$ cat config.mk
export PLATFORM = sky130hd
export DESIGN_NAME = fan_tachometer_rpm_core
export DESIGN_NICKNAME = d
export VERILOG_FILES = /design/src/hw/rtl/fantach_pkg.sv /design/src/hw/rtl/fantach_divider.sv /design/src/hw/rtl/fan_tachometer_rpm_core.sv
export VERILOG_INCLUDE_DIRS = /design/src /design/src/hw/rtl
export SDC_FILE = /design/constraint.sdc
export NUM_CORES = 1
export LEC_CHECK = 0
export BUFFER_PORTS_ARGS = -buffer_cell sky130_fd_sc_hd__buf_2
export CAP_MARGIN = 5
export CORE_ASPECT_RATIO = 0.75
export CORE_MARGIN = 2
export CORE_UTILIZATION = 45
export DETAILED_ROUTE_END_ITERATION = 16
export PLACE_DENSITY = 0.62
export SETUP_SLACK_MARGIN = 0.4
export SLEW_MARGIN = 20
export SYNTH_ARGS = -nofsm -noshare
export SYNTH_HDL_FRONTEND = slang
export SYNTH_SLANG_ARGS = --single-unit
$ cat constraint.sdc
create_clock -name clk_i -period 5.2 [get_ports clk_i]
set_input_delay 0.78 -clock clk_i [delete_from_list [all_inputs] [get_ports clk_i]]
set_output_delay 0.78 -clock clk_i [all_outputs]
set_load 0.02 [all_outputs]
$ cat src/hw/rtl/fan_tachometer_rpm_core_assert.svh
// Assertion macros for the fan tachometer RTL.
`ifndef FAN_TACHOMETER_RPM_CORE_ASSERT_SVH
`define FAN_TACHOMETER_RPM_CORE_ASSERT_SVH

// Same-cycle implication, checked out of reset.
`define FANTACH_ASSERT_NOW(lbl, ante, cons, msg) \
  lbl: assert property (@(posedge clk_i) disable iff (!rst_ni) (ante) |-> (cons)) \
    else $error(msg);

// Next-cycle implication, checked out of reset.
`define FANTACH_ASSERT_NEXT(lbl, ante, cons, msg) \
  lbl: assert property (@(posedge clk_i) disable iff (!rst_ni) (ante) |=> (cons)) \
    else $error(msg);

`endif

$ cat src/hw/rtl/fantach_pkg.sv
// Types and constants shared by the fan tachometer RTL.
`timescale 1ns / 1ps
package fantach_pkg;

  localparam int unsigned TS_IN_W   = 32;  // timestamp port width
  localparam int unsigned CLK_W     = 32;  // clock_hz register width
  localparam int unsigned TMO_W     = 8;   // timeout_seconds register width
  localparam int unsigned RPM_W     = 16;  // result width, also quotient bits
  localparam int unsigned NUM_W     = CLK_W + 5;       // 30 * clock_hz
  localparam int unsigned PROD_W    = CLK_W + TMO_W;   // timeout_seconds * clock_hz
  localparam int unsigned STEP_W    = $clog2(RPM_W);
  localparam int unsigned CFG_IDX_W = 1;

  localparam logic [CLK_W-1:0] CLOCK_HZ_RST = CLK_W'(64000000);
  localparam logic [TMO_W-1:0] TIMEOUT_RST  = TMO_W'(1);
  localparam logic [RPM_W-1:0] RPM_MAX      = {RPM_W{1'b1}};

  localparam logic OP_EDGE    = 1'b0;
  localparam logic OP_TIMEOUT = 1'b1;

  localparam logic [CFG_IDX_W-1:0] CFG_CLOCK_HZ = 1'b0;
  localparam logic [CFG_IDX_W-1:0] CFG_TIMEOUT  = 1'b1;

  typedef struct packed {
    logic busy;
    logic done;
  } fantach_div_stat_t;

endpackage

$ cat src/hw/rtl/fantach_divider.sv
// Saturating restoring divider, one quotient bit per cycle.
`timescale 1ns / 1ps
module fantach_divider
  import fantach_pkg::*;
#(
  parameter int unsigned DEN_W = 32
) (
  input  logic              clk_i,
  input  logic              rst_ni,
  input  logic              start_i,
  input  logic [NUM_W-1:0]  numer_i,
  input  logic [DEN_W-1:0]  denom_i,
  output fantach_div_stat_t stat_o,
  output logic [RPM_W-1:0]  quot_o
);

  localparam int unsigned CMP_W = (DEN_W + RPM_W > NUM_W) ? DEN_W + RPM_W : NUM_W;

  logic              busy_q;
  logic              done_q;
  logic [STEP_W-1:0] cnt_q;
  logic [DEN_W:0]    rem_q;
  logic [RPM_W-1:0]  quo_q;
  logic [RPM_W-1:0]  lo_q;
  logic [DEN_W-1:0]  den_q;

  logic [CMP_W-1:0]  numer_ext;
  logic [CMP_W-1:0]  den_ext;
  logic [CMP_W-1:0]  numer_hi;
  logic              sat;
  logic [DEN_W:0]    rem_sh;
  logic [DEN_W+1:0]  diff;
  logic              qbit;

  // Quotient cannot fit the result when numer >= denom * 2^16; covers denom zero.
  assign numer_ext = CMP_W'(numer_i);
  assign den_ext   = CMP_W'({denom_i, {RPM_W{1'b0}}});
  assign sat       = (numer_ext >= den_ext);
  assign numer_hi  = numer_ext >> RPM_W;

  assign rem_sh = {rem_q[DEN_W-1:0], lo_q[cnt_q]};
  assign diff   = {1'b0, rem_sh} - {2'b00, den_q};
  assign qbit   = ~diff[DEN_W+1];

  always_ff @(posedge clk_i or negedge rst_ni) begin
    if (!rst_ni) begin
      busy_q <= 1'b0;
      done_q <= 1'b0;
      cnt_q  <= '0;
      rem_q  <= '0;
      quo_q  <= '0;
      lo_q   <= '0;
      den_q  <= '0;
    end else begin
      done_q <= 1'b0;
      if (start_i) begin
        if (sat) begin
          quo_q  <= RPM_MAX;
          done_q <= 1'b1;
        end else begin
          // Not saturated, so the high part is already below the divisor.
          rem_q  <= numer_hi[DEN_W:0];
          lo_q   <= numer_i[RPM_W-1:0];
          den_q  <= denom_i;
          quo_q  <= '0;
          cnt_q  <= STEP_W'(RPM_W - 1);
          busy_q <= 1'b1;
        end
      end else if (busy_q) begin
        if (qbit) begin
          rem_q <= diff[DEN_W:0];
        end else begin
          rem_q <= rem_sh;
        end
        quo_q <= {quo_q[RPM_W-2:0], qbit};
        cnt_q <= cnt_q - 1'b1;
        if (cnt_q == '0) begin
          busy_q <= 1'b0;
          done_q <= 1'b1;
        end
      end
    end
  end

  assign stat_o.busy = busy_q;
  assign stat_o.done = done_q;
  assign quot_o      = quo_q;

endmodule

$ cat src/hw/rtl/fan_tachometer_rpm_core.sv
// Top level of the fan tachometer speed meter.
// Each item is a tach edge or a timeout check stamped with a free-running cycle count.
// An edge sets rpm = floor(30 * clock_hz / delta), saturated to 65535 (also for a zero
// delta), and makes its timestamp the new reference; a timeout check clears rpm once
// delta >= timeout_seconds * clock_hz. Every item returns one rpm value. An edge's result
// is set by the 16 subtract-compare steps of the divider, which are skipped when the
// quotient saturates at the start; a timeout check's result takes one registered 8x32
// product of timeout_seconds and clock_hz and one compare.
// in_ready_o is low while an item is in work and rises on the clock edge on which the result is
// loaded; the result sits in an output register, so the next item may be taken before
// it is read.
`timescale 1ns / 1ps
`include "fan_tachometer_rpm_core_assert.svh"
module fan_tachometer_rpm_core
  import fantach_pkg::*;
#(
  parameter int unsigned TIMESTAMP_WIDTH = 32
) (
  input  logic                 clk_i,
  input  logic                 rst_ni,
  input  logic                 cfg_valid_i,
  output logic                 cfg_ready_o,
  input  logic [CFG_IDX_W-1:0] cfg_index_i,
  input  logic [CLK_W-1:0]     cfg_data_i,
  input  logic                 in_valid_i,
  output logic                 in_ready_o,
  input  logic                 operation_i,
  input  logic [TS_IN_W-1:0]   timestamp_i,
  output logic                 out_valid_o,
  input  logic                 out_ready_i,
  output logic [RPM_W-1:0]     rpm_o
);

  localparam int unsigned DELTA_W = (TIMESTAMP_WIDTH < TS_IN_W) ? TIMESTAMP_WIDTH : TS_IN_W;

  typedef enum logic [2:0] {
    ST_IDLE,
    ST_DELTA,
    ST_DIV_START,
    ST_DIV_WAIT,
    ST_CMP,
    ST_FIN
  } state_e;

  state_e             state_q;
  logic               op_q;
  logic [DELTA_W-1:0] ts_q;
  logic [DELTA_W-1:0] last_q;
  logic [DELTA_W-1:0] delta_q;
  logic [PROD_W-1:0]  prod_q;
  logic [RPM_W-1:0]   speed_q;
  logic               out_valid_q;
  logic [RPM_W-1:0]   out_rpm_q;
  logic [CLK_W-1:0]   clock_hz_q;
  logic [TMO_W-1:0]   timeout_q;

  logic               in_fire;
  logic               div_start;
  logic [NUM_W-1:0]   numer;
  logic [PROD_W-1:0]  prod_d;
  fantach_div_stat_t  div_stat;
  logic [RPM_W-1:0]   div_quot;

  assign cfg_ready_o = 1'b1;

  always_ff @(posedge clk_i or negedge rst_ni) begin
    if (!rst_ni) begin
      clock_hz_q <= CLOCK_HZ_RST;
      timeout_q  <= TIMEOUT_RST;
    end else if (cfg_valid_i) begin
      case (cfg_index_i)
        CFG_CLOCK_HZ: clock_hz_q <= cfg_data_i;
        CFG_TIMEOUT:  timeout_q  <= cfg_data_i[TMO_W-1:0];
        default: ;
      endcase
    end
  end

  assign in_ready_o = (state_q == ST_IDLE);
  assign in_fire    = in_valid_i && in_ready_o;
  assign div_start  = (state_q == ST_DIV_START);

  // 30 * clock_hz as 32x - 2x
  assign numer  = (NUM_W'(clock_hz_q) << 5) - (NUM_W'(clock_hz_q) << 1);
  assign prod_d = PROD_W'(timeout_q) * PROD_W'(clock_hz_q);

  fantach_divider #(
    .DEN_W (DELTA_W)
  ) u_div (
    .clk_i   (clk_i),
    .rst_ni  (rst_ni),
    .start_i (div_start),
    .numer_i (numer),
    .denom_i (delta_q),
    .stat_o  (div_stat),
    .quot_o  (div_quot)
  );

  always_ff @(posedge clk_i or negedge rst_ni) begin
    if (!rst_ni) begin
      state_q     <= ST_IDLE;
      op_q        <= OP_EDGE;
      ts_q        <= '0;
      last_q      <= '0;
      delta_q     <= '0;
      prod_q      <= '0;
      speed_q     <= '0;
      out_valid_q <= 1'b0;
      out_rpm_q   <= '0;
    end else begin
      // Drop the held result once read; the finish state reloads it itself.
      if (out_valid_q && out_ready_i && (state_q != ST_FIN)) begin
        out_valid_q <= 1'b0;
      end
      case (state_q)
        ST_IDLE: begin
          if (in_fire) begin
            op_q    <= operation_i;
            ts_q    <= timestamp_i[DELTA_W-1:0];
            state_q <= ST_DELTA;
          end
        end
        ST_DELTA: begin
          delta_q <= ts_q - last_q;
          prod_q  <= prod_d;
          state_q <= (op_q == OP_EDGE) ? ST_DIV_START : ST_CMP;
        end
        ST_DIV_START: begin
          state_q <= ST_DIV_WAIT;
        end
        ST_DIV_WAIT: begin
          if (div_stat.done) begin
            speed_q <= div_quot;
            last_q  <= ts_q;
            state_q <= ST_FIN;
          end
        end
        ST_CMP: begin
          if (PROD_W'(delta_q) >= prod_q) begin
            speed_q <= '0;
          end
          state_q <= ST_FIN;
        end
        ST_FIN: begin
          // Hold until the output register is free or being drained.
          if (!out_valid_q || out_ready_i) begin
            out_rpm_q   <= speed_q;
            out_valid_q <= 1'b1;
            state_q     <= ST_IDLE;
          end
        end
        default: begin
          state_q <= ST_IDLE;
        end
      endcase
    end
  end

  assign out_valid_o = out_valid_q;
  assign rpm_o       = out_rpm_q;

  `FANTACH_ASSERT_NEXT(a_busy_after_accept, in_fire, !in_ready_o, "ready high after accept")
  `FANTACH_ASSERT_NOW(a_div_only_in_wait, div_stat.busy || div_stat.done, state_q == ST_DIV_WAIT, "divider active outside wait")
  `FANTACH_ASSERT_NEXT(a_timeout_keeps_ref, state_q == ST_CMP, $stable(last_q), "timeout check moved edge reference")

endmodule

# Yosys cells after proc, flatten, opt, wreduce, memory -nomap -nowiden
# Index checks and enable logic that the tools add are counted.
totals:
  reg_bits: 315
  wordCells: 89
  input_bits: 71
classes:
  add_sub_neg: 4
  multipliers: 1
  n_reduce_logical: 18
  n_bitwise: 3
  eq_ne: 11
  muxes: 31
  n_lt_le_gt_ge: 3
op_table:
  columns: ["operator", "count"]
  rows:
  - ["two-way mux 32 bit", 4]
  - ["two-way mux 16 bit", 5]
  - ["greater-or-equal comparator 37 x 48 -> 1 bit", 1]
  - ["greater-or-equal comparator 32 x 40 -> 1 bit", 1]
  - ["multiplier 8 x 32 -> 40 bit", 1]
  - ["subtractor 37 x 33 -> 37 bit", 1]
  - ["subtractor 33 x 32 -> 34 bit", 1]
  - ["one-hot mux 16 bit (2 select lines)", 1]
  - ["subtractor 32 bit", 1]
  - ["one-hot mux 3 bit (6 select lines)", 1]
  - ["AND reduction 2 bit", 7]
  - ["two-way mux 1 bit", 12]
  - ["two-way mux 3 bit", 4]
  - ["two-way mux 4 bit", 3]
  - ["== test 3 x 2 -> 1 bit (second input constant)", 2]
  - ["== test 3 bit (second input constant)", 2]
  - ["!= test 2 bit (second input constant)", 3]
  - ["AND reduction 3 bit", 2]
  - ["< comparator 4 x 5 -> 1 bit (second input constant)", 1]
  - ["binary-select mux 1 bit (select 4 bit)", 1]
  - ["logical NOT 4 bit", 1]
  - ["!= test 2 x 1 -> 1 bit (second input constant)", 2]
  - ["nonzero test 2 bit", 2]
  - ["subtractor 4 x 1 -> 4 bit (second input constant)", 1]
  - ["other kinds (7)", 11]

# Logic depth before layout (Yosys ltp)
depth:
  depth_word: 6
  ltp_mapped: 27
  ltp_nobuf: 24

# By module
# From an unflattened synthesis, not the netlist that was laid out.
hier_totals:
  cells_unflattened: 2975
  area_unflattened_um2: 26759.4
modules_own_cells:
  columns: ["module", "instances", "cells_per_inst", "area_each_um2"]
  rows:
  - ["fan_tachometer_rpm_core", 1, 2176, 19750.2]
  - ["fantach_divider", 1, 799, 7009.2]

# Least setup slack after synthesis
# No wires, ideal clock.
synth_path:
  path_kind: "reg2reg"
  from: "register clock_hz_q[2]"
  to: "register prod_q[38]"
  required_time_ps: 5071
  setup_slack_ps: -287
  arrival_ps: 5358
  path_buffers: 1
  setup_time_ps: 129
  stages_incl_launch_ff: 21
  cell_sequence: "dfrtp_1 -> clkbuf_1 -> and2_1 -> fa_1 -> fa_1 -> fa_1 -> inv_1 -> fa_1 -> inv_1 -> ha_1 -> a2111oi_2 -> inv_1 -> o2111ai_1 -> a21oi_1 -> a41oi_2 -> o21bai_1 -> a21o_1 -> a221o_1 -> a221oi_2 -> xor2_1 -> o21ai_1"
synth_between:
  elab_chain_len: 1
synth_lines:
  columns: ["element", "line_no", "source"]
  rows:
  - ["start, declared", "fan_tachometer_rpm_core.sv:54", "logic [CLK_W-1:0] clock_hz_q;"]
  - ["start signal, assigned", "fan_tachometer_rpm_core.sv:72", "CFG_CLOCK_HZ: clock_hz_q <= cfg_data_i;"]
  - ["multiplier 8 x 32 -> 40 bit", "fan_tachometer_rpm_core.sv:85", "assign prod_d = PROD_W'(timeout_q) * PROD_W'(clock_hz_q);"]
  - ["end signal, assigned", "fan_tachometer_rpm_core.sv:125", "prod_q <= prod_d;"]
  - ["end, declared", "fan_tachometer_rpm_core.sv:50", "logic [PROD_W-1:0] prod_q;"]
# No other way between the ends.
# A chain may end at the register's enable or synchronous reset.

# Worst setup path after layout
layout_path:
  from: "register clock_hz_q[1]"
  to: "register u_div.lo_q[7]"
layout_between:
  elab_chain_len: 4
layout_lines:
  columns: ["element", "line_no", "source"]
  rows:
  - ["subtractor 37 x 33 -> 37 bit (*)", "fan_tachometer_rpm_core.sv:84", "assign numer = (NUM_W'(clock_hz_q) << 5) - (NUM_W'(clock_hz_q) << 1);"]
  - ["greater-or-equal comparator 37 x 48 -> 1 bit", "fantach_divider.sv:38", "assign sat = (numer_ext >= den_ext);"]
  - ["NOT 1 bit (no line)", null, null]
  - ["AND reduction 2 bit (no line)", null, null]
  - ["end signal, assigned", "fantach_divider.sv:63", "lo_q <= numer_i[RPM_W-1:0];"]
  - ["end, declared", "fantach_divider.sv:24", "logic [RPM_W-1:0] lo_q;"]
# Every way passes the cells marked *; elsewhere a longest branch is shown, timed or not.

==> metrics.csv <==
metric,value,unit
dieWidth,284,um
synth_common_cells,"inv_1, nand2_1, dfrtp_1, o21ai_0, and2_1",
cts_hold_buf,0,
max_slew.worst_pin.slew,1010,ps
crit_top_cell,and3_1,
finalNonFillerCells,4105,
cts-htree-levels,2,
nFillCells,5152,
worstSetupEndpointType,flop,
rrSetupSlack,-360,ps
violations,setup timing,
grt_pass1_vias,22100,
multi_input_area,18100,um2
ys.flop_type,dfrtp_1,
slew-limit-headroom,32.7,%
outcome,finished with violations,
synthCells,2977,
rows,77,
worstSetupPathType,flop to flop,
viasPerCell,5.37,
crit_buf_inv,3,
synth_top_area_share,28.8,%
synth_warnings,0,
dpl.cell_count,3982,
period_needed,5560,ps
finalHoldViolCount,0,
drv_slew,0,
synthArstFlopShare,100,%
avgSynthCellArea,8.92,um2
synth_cell_types,85,
grt_pass1_wl,118000,um
cts_tree,yes,
antenna_found_initial,2,
skew,22.4,ps
drive_gt1_share,24.0,%
reg2reg_from,clock_hz_q[1],
grt_overflow,0,
wl_per_cell,18.6,um
hold_path_class,primary input to async pin,
coreArea,58700,um2
r2r_end,u_div.lo_q[7],
finalWorstSetupSlack,-358,ps
numPortBuffers,88,
cp.required,5690,ps
cts_sinks,314,
clk_pin_slew_worst_paths,60,ps
crit_cells,26,
syn_area,26600,um2
drc,0,
synth_top_cell_by_area,dfrtp_1,
cts-buffers-inserted,37,
ys_ff_latch,314,
ant_nets,0,
setup_viol,108,
dr.pass1.iters,5,
die-area,61000,um2
crit_slowest_cell,or4_4,
rsz0062_at_grt,yes,
synth-edff-count,0,
grt_usage,24.2,%
arrival,6050,ps
place.gp.congestion,0.944,
drt_iter0_drc,1507,
nNetsFinal,3745,
timing.fmax,0.180,GHz
chipHeight,214,um
vias,22000,
totalWireLength,76200,um
fin_crit_sh,107,%
ios,90,
area_growth,24.2,%
dp_hpwl,57700,um
path_max_fanout,6,
critPathTopFamily,simple AND/OR/NAND/NOR gates,
regArea,7890,um2
rr_worst_depth,26,
synth_fp_nets,3436,
cts_root_buf,clkbuf_16,
ys_top_cells_by_area,"dfrtp_1, fa_1, ha_1",
cap_violations,0,
clock_latency,570,ps
grt_max_degree,98,
max_stage_delay,520,ps
clock_path_buffers,3,
yosysMostFrequentCell,inv_1,
start_util,45.3,%
synth.yosys.seq_area_share,29.6,%
cp-start-kind,flop,
## worst reg2reg max path, stage by stage, from the launching register on
cell and delay [ps]:
dfrtp_1 400, buf_6 130, ha_4 210, and2_4 160
a41oi_4 250, a2111oi_4 110, o31ai_2 320, o21ai_2 140
a211o_1 290, a31oi_2 170, nor2b_1 90, or3_4 340
xnor2_2 150, ha_1 310, and3_4 190, nand3_4 60
or4_4 520, nor4_2 160, and3_1 170, and3_1 140
nand4_1 150, o221ai_4 280, or2_4 300, buf_8 170
clkbuf_16 160, nand2_2 50, o21ai_1 70
## placed cells by master, fill, tap and decap left out, types with 34 or more instances in the layout
cell / n
inv_1: 377
nand2_1: 339
dfrtp_1: 290
buf_4: 241
and2_1: 196
o21ai_0: 194
ha_1: 183
fa_1: 180
a21oi_1: 126
nor2_1: 100
buf_2: 87
a21o_1: 63
xnor2_1: 62
mux2_2: 57
o21ai_1: 53
clkbuf_16: 48
xor2_1: 47
o21ai_2: 34
## logic make-up (layout without fill, tap and decap cells)
logic type,count (synthesis),in the layout,synth area share (%)
AND/OR/NAND/NOR,891,892,16.3
AO/OA/AOI/OAI,665,665,15.5
buffers and inverters,511,844,7.47
adder cells (fa/ha/maj),388,388,23.4
flip-flops,314,314,29.6
XOR/XNOR,121,121,3.99
multiplexers,86,86,3.70
other,1,5,0.0141
## sequential cells by signal, summed over array words and instances (netlist names)
signal	cells
out_valid_o	1
speed_q	16
prod_q	40
u_div.done_q	1
u_div.lo_q	15
u_div.rem_q	32
last_q	32
timeout_q	8
clock_hz_q	32
u_div.quot_o	16
delta_q	32
op_q	1
state_q	3
u_div.cnt_q	4
u_div.den_q	32
rpm_o	16
ts_q	32
u_div.busy_q	1
## worst max-delay path by stage
| stage | start | endpoint |
|---|---|---|
| floorplan | timeout_q[2] | prod_q[38] |
| global placement | timeout_q[7] | prod_q[37] |
| detailed placement | clock_hz_q[19] | prod_q[38] |
| CTS | clock_hz_q[4] | u_div.den_q[24] |
| global route | clock_hz_q[15] | u_div.rem_q[18] |
| finish | clock_hz_q[1] | u_div.lo_q[7] |
## area by class of cell
class                           instances  share of cell area (%)
Multi-Input combinational cell       2153                    54.8
Tap cell                              790                    3.00
Inverter                              386                    4.41
Timing Repair Buffer                  394                    10.4
Sequential cell                       314                    23.9
Clock buffer                           51                    3.03
Clock inverter                         13                   0.463
Antenna cell                            4                  0.0304
## layer usage
| metal | track usage, % | share of wire [%] | vias up |
|---|---|---|---|
| li1 | - | - | 10500 |
| met1 | 35.3 | 47 | 10900 |
| met5 | 0 | 0 | - |
| met3 | 5.01 | 6.4 | 100 |
| met2 | 37.0 | 45 | 540 |
| met4 | 5.49 | 2.0 | 0 |
## metrics by stage
stage          hold slack, ps  setup TNS [ps]  cell area [um2]  util, %  setup WS (ps)
6_report                  244          -29330            33000     56.2           -358
5_1_grt                   301          -50120            33000     56.2           -578
4_1_cts                   282          -17310            31600     53.9           -242
3_3_place_gp              464          -14830            30100     51.3           -234
2_1_floorplan             440               0            27100        -           94.1
3_5_place_dp              465          -22260            30100     51.3           -325
## timing repair
action                     4_1_cts  5_1_grt
setup endpoints to repair      121      125
setup buffers                   13       25
resized for setup               65      215
pin swaps                       38       79
gates cloned                     0       17
Power is not shown: default switching activity piles up to over one toggle a cycle in this logic, so the estimate is an artifact.
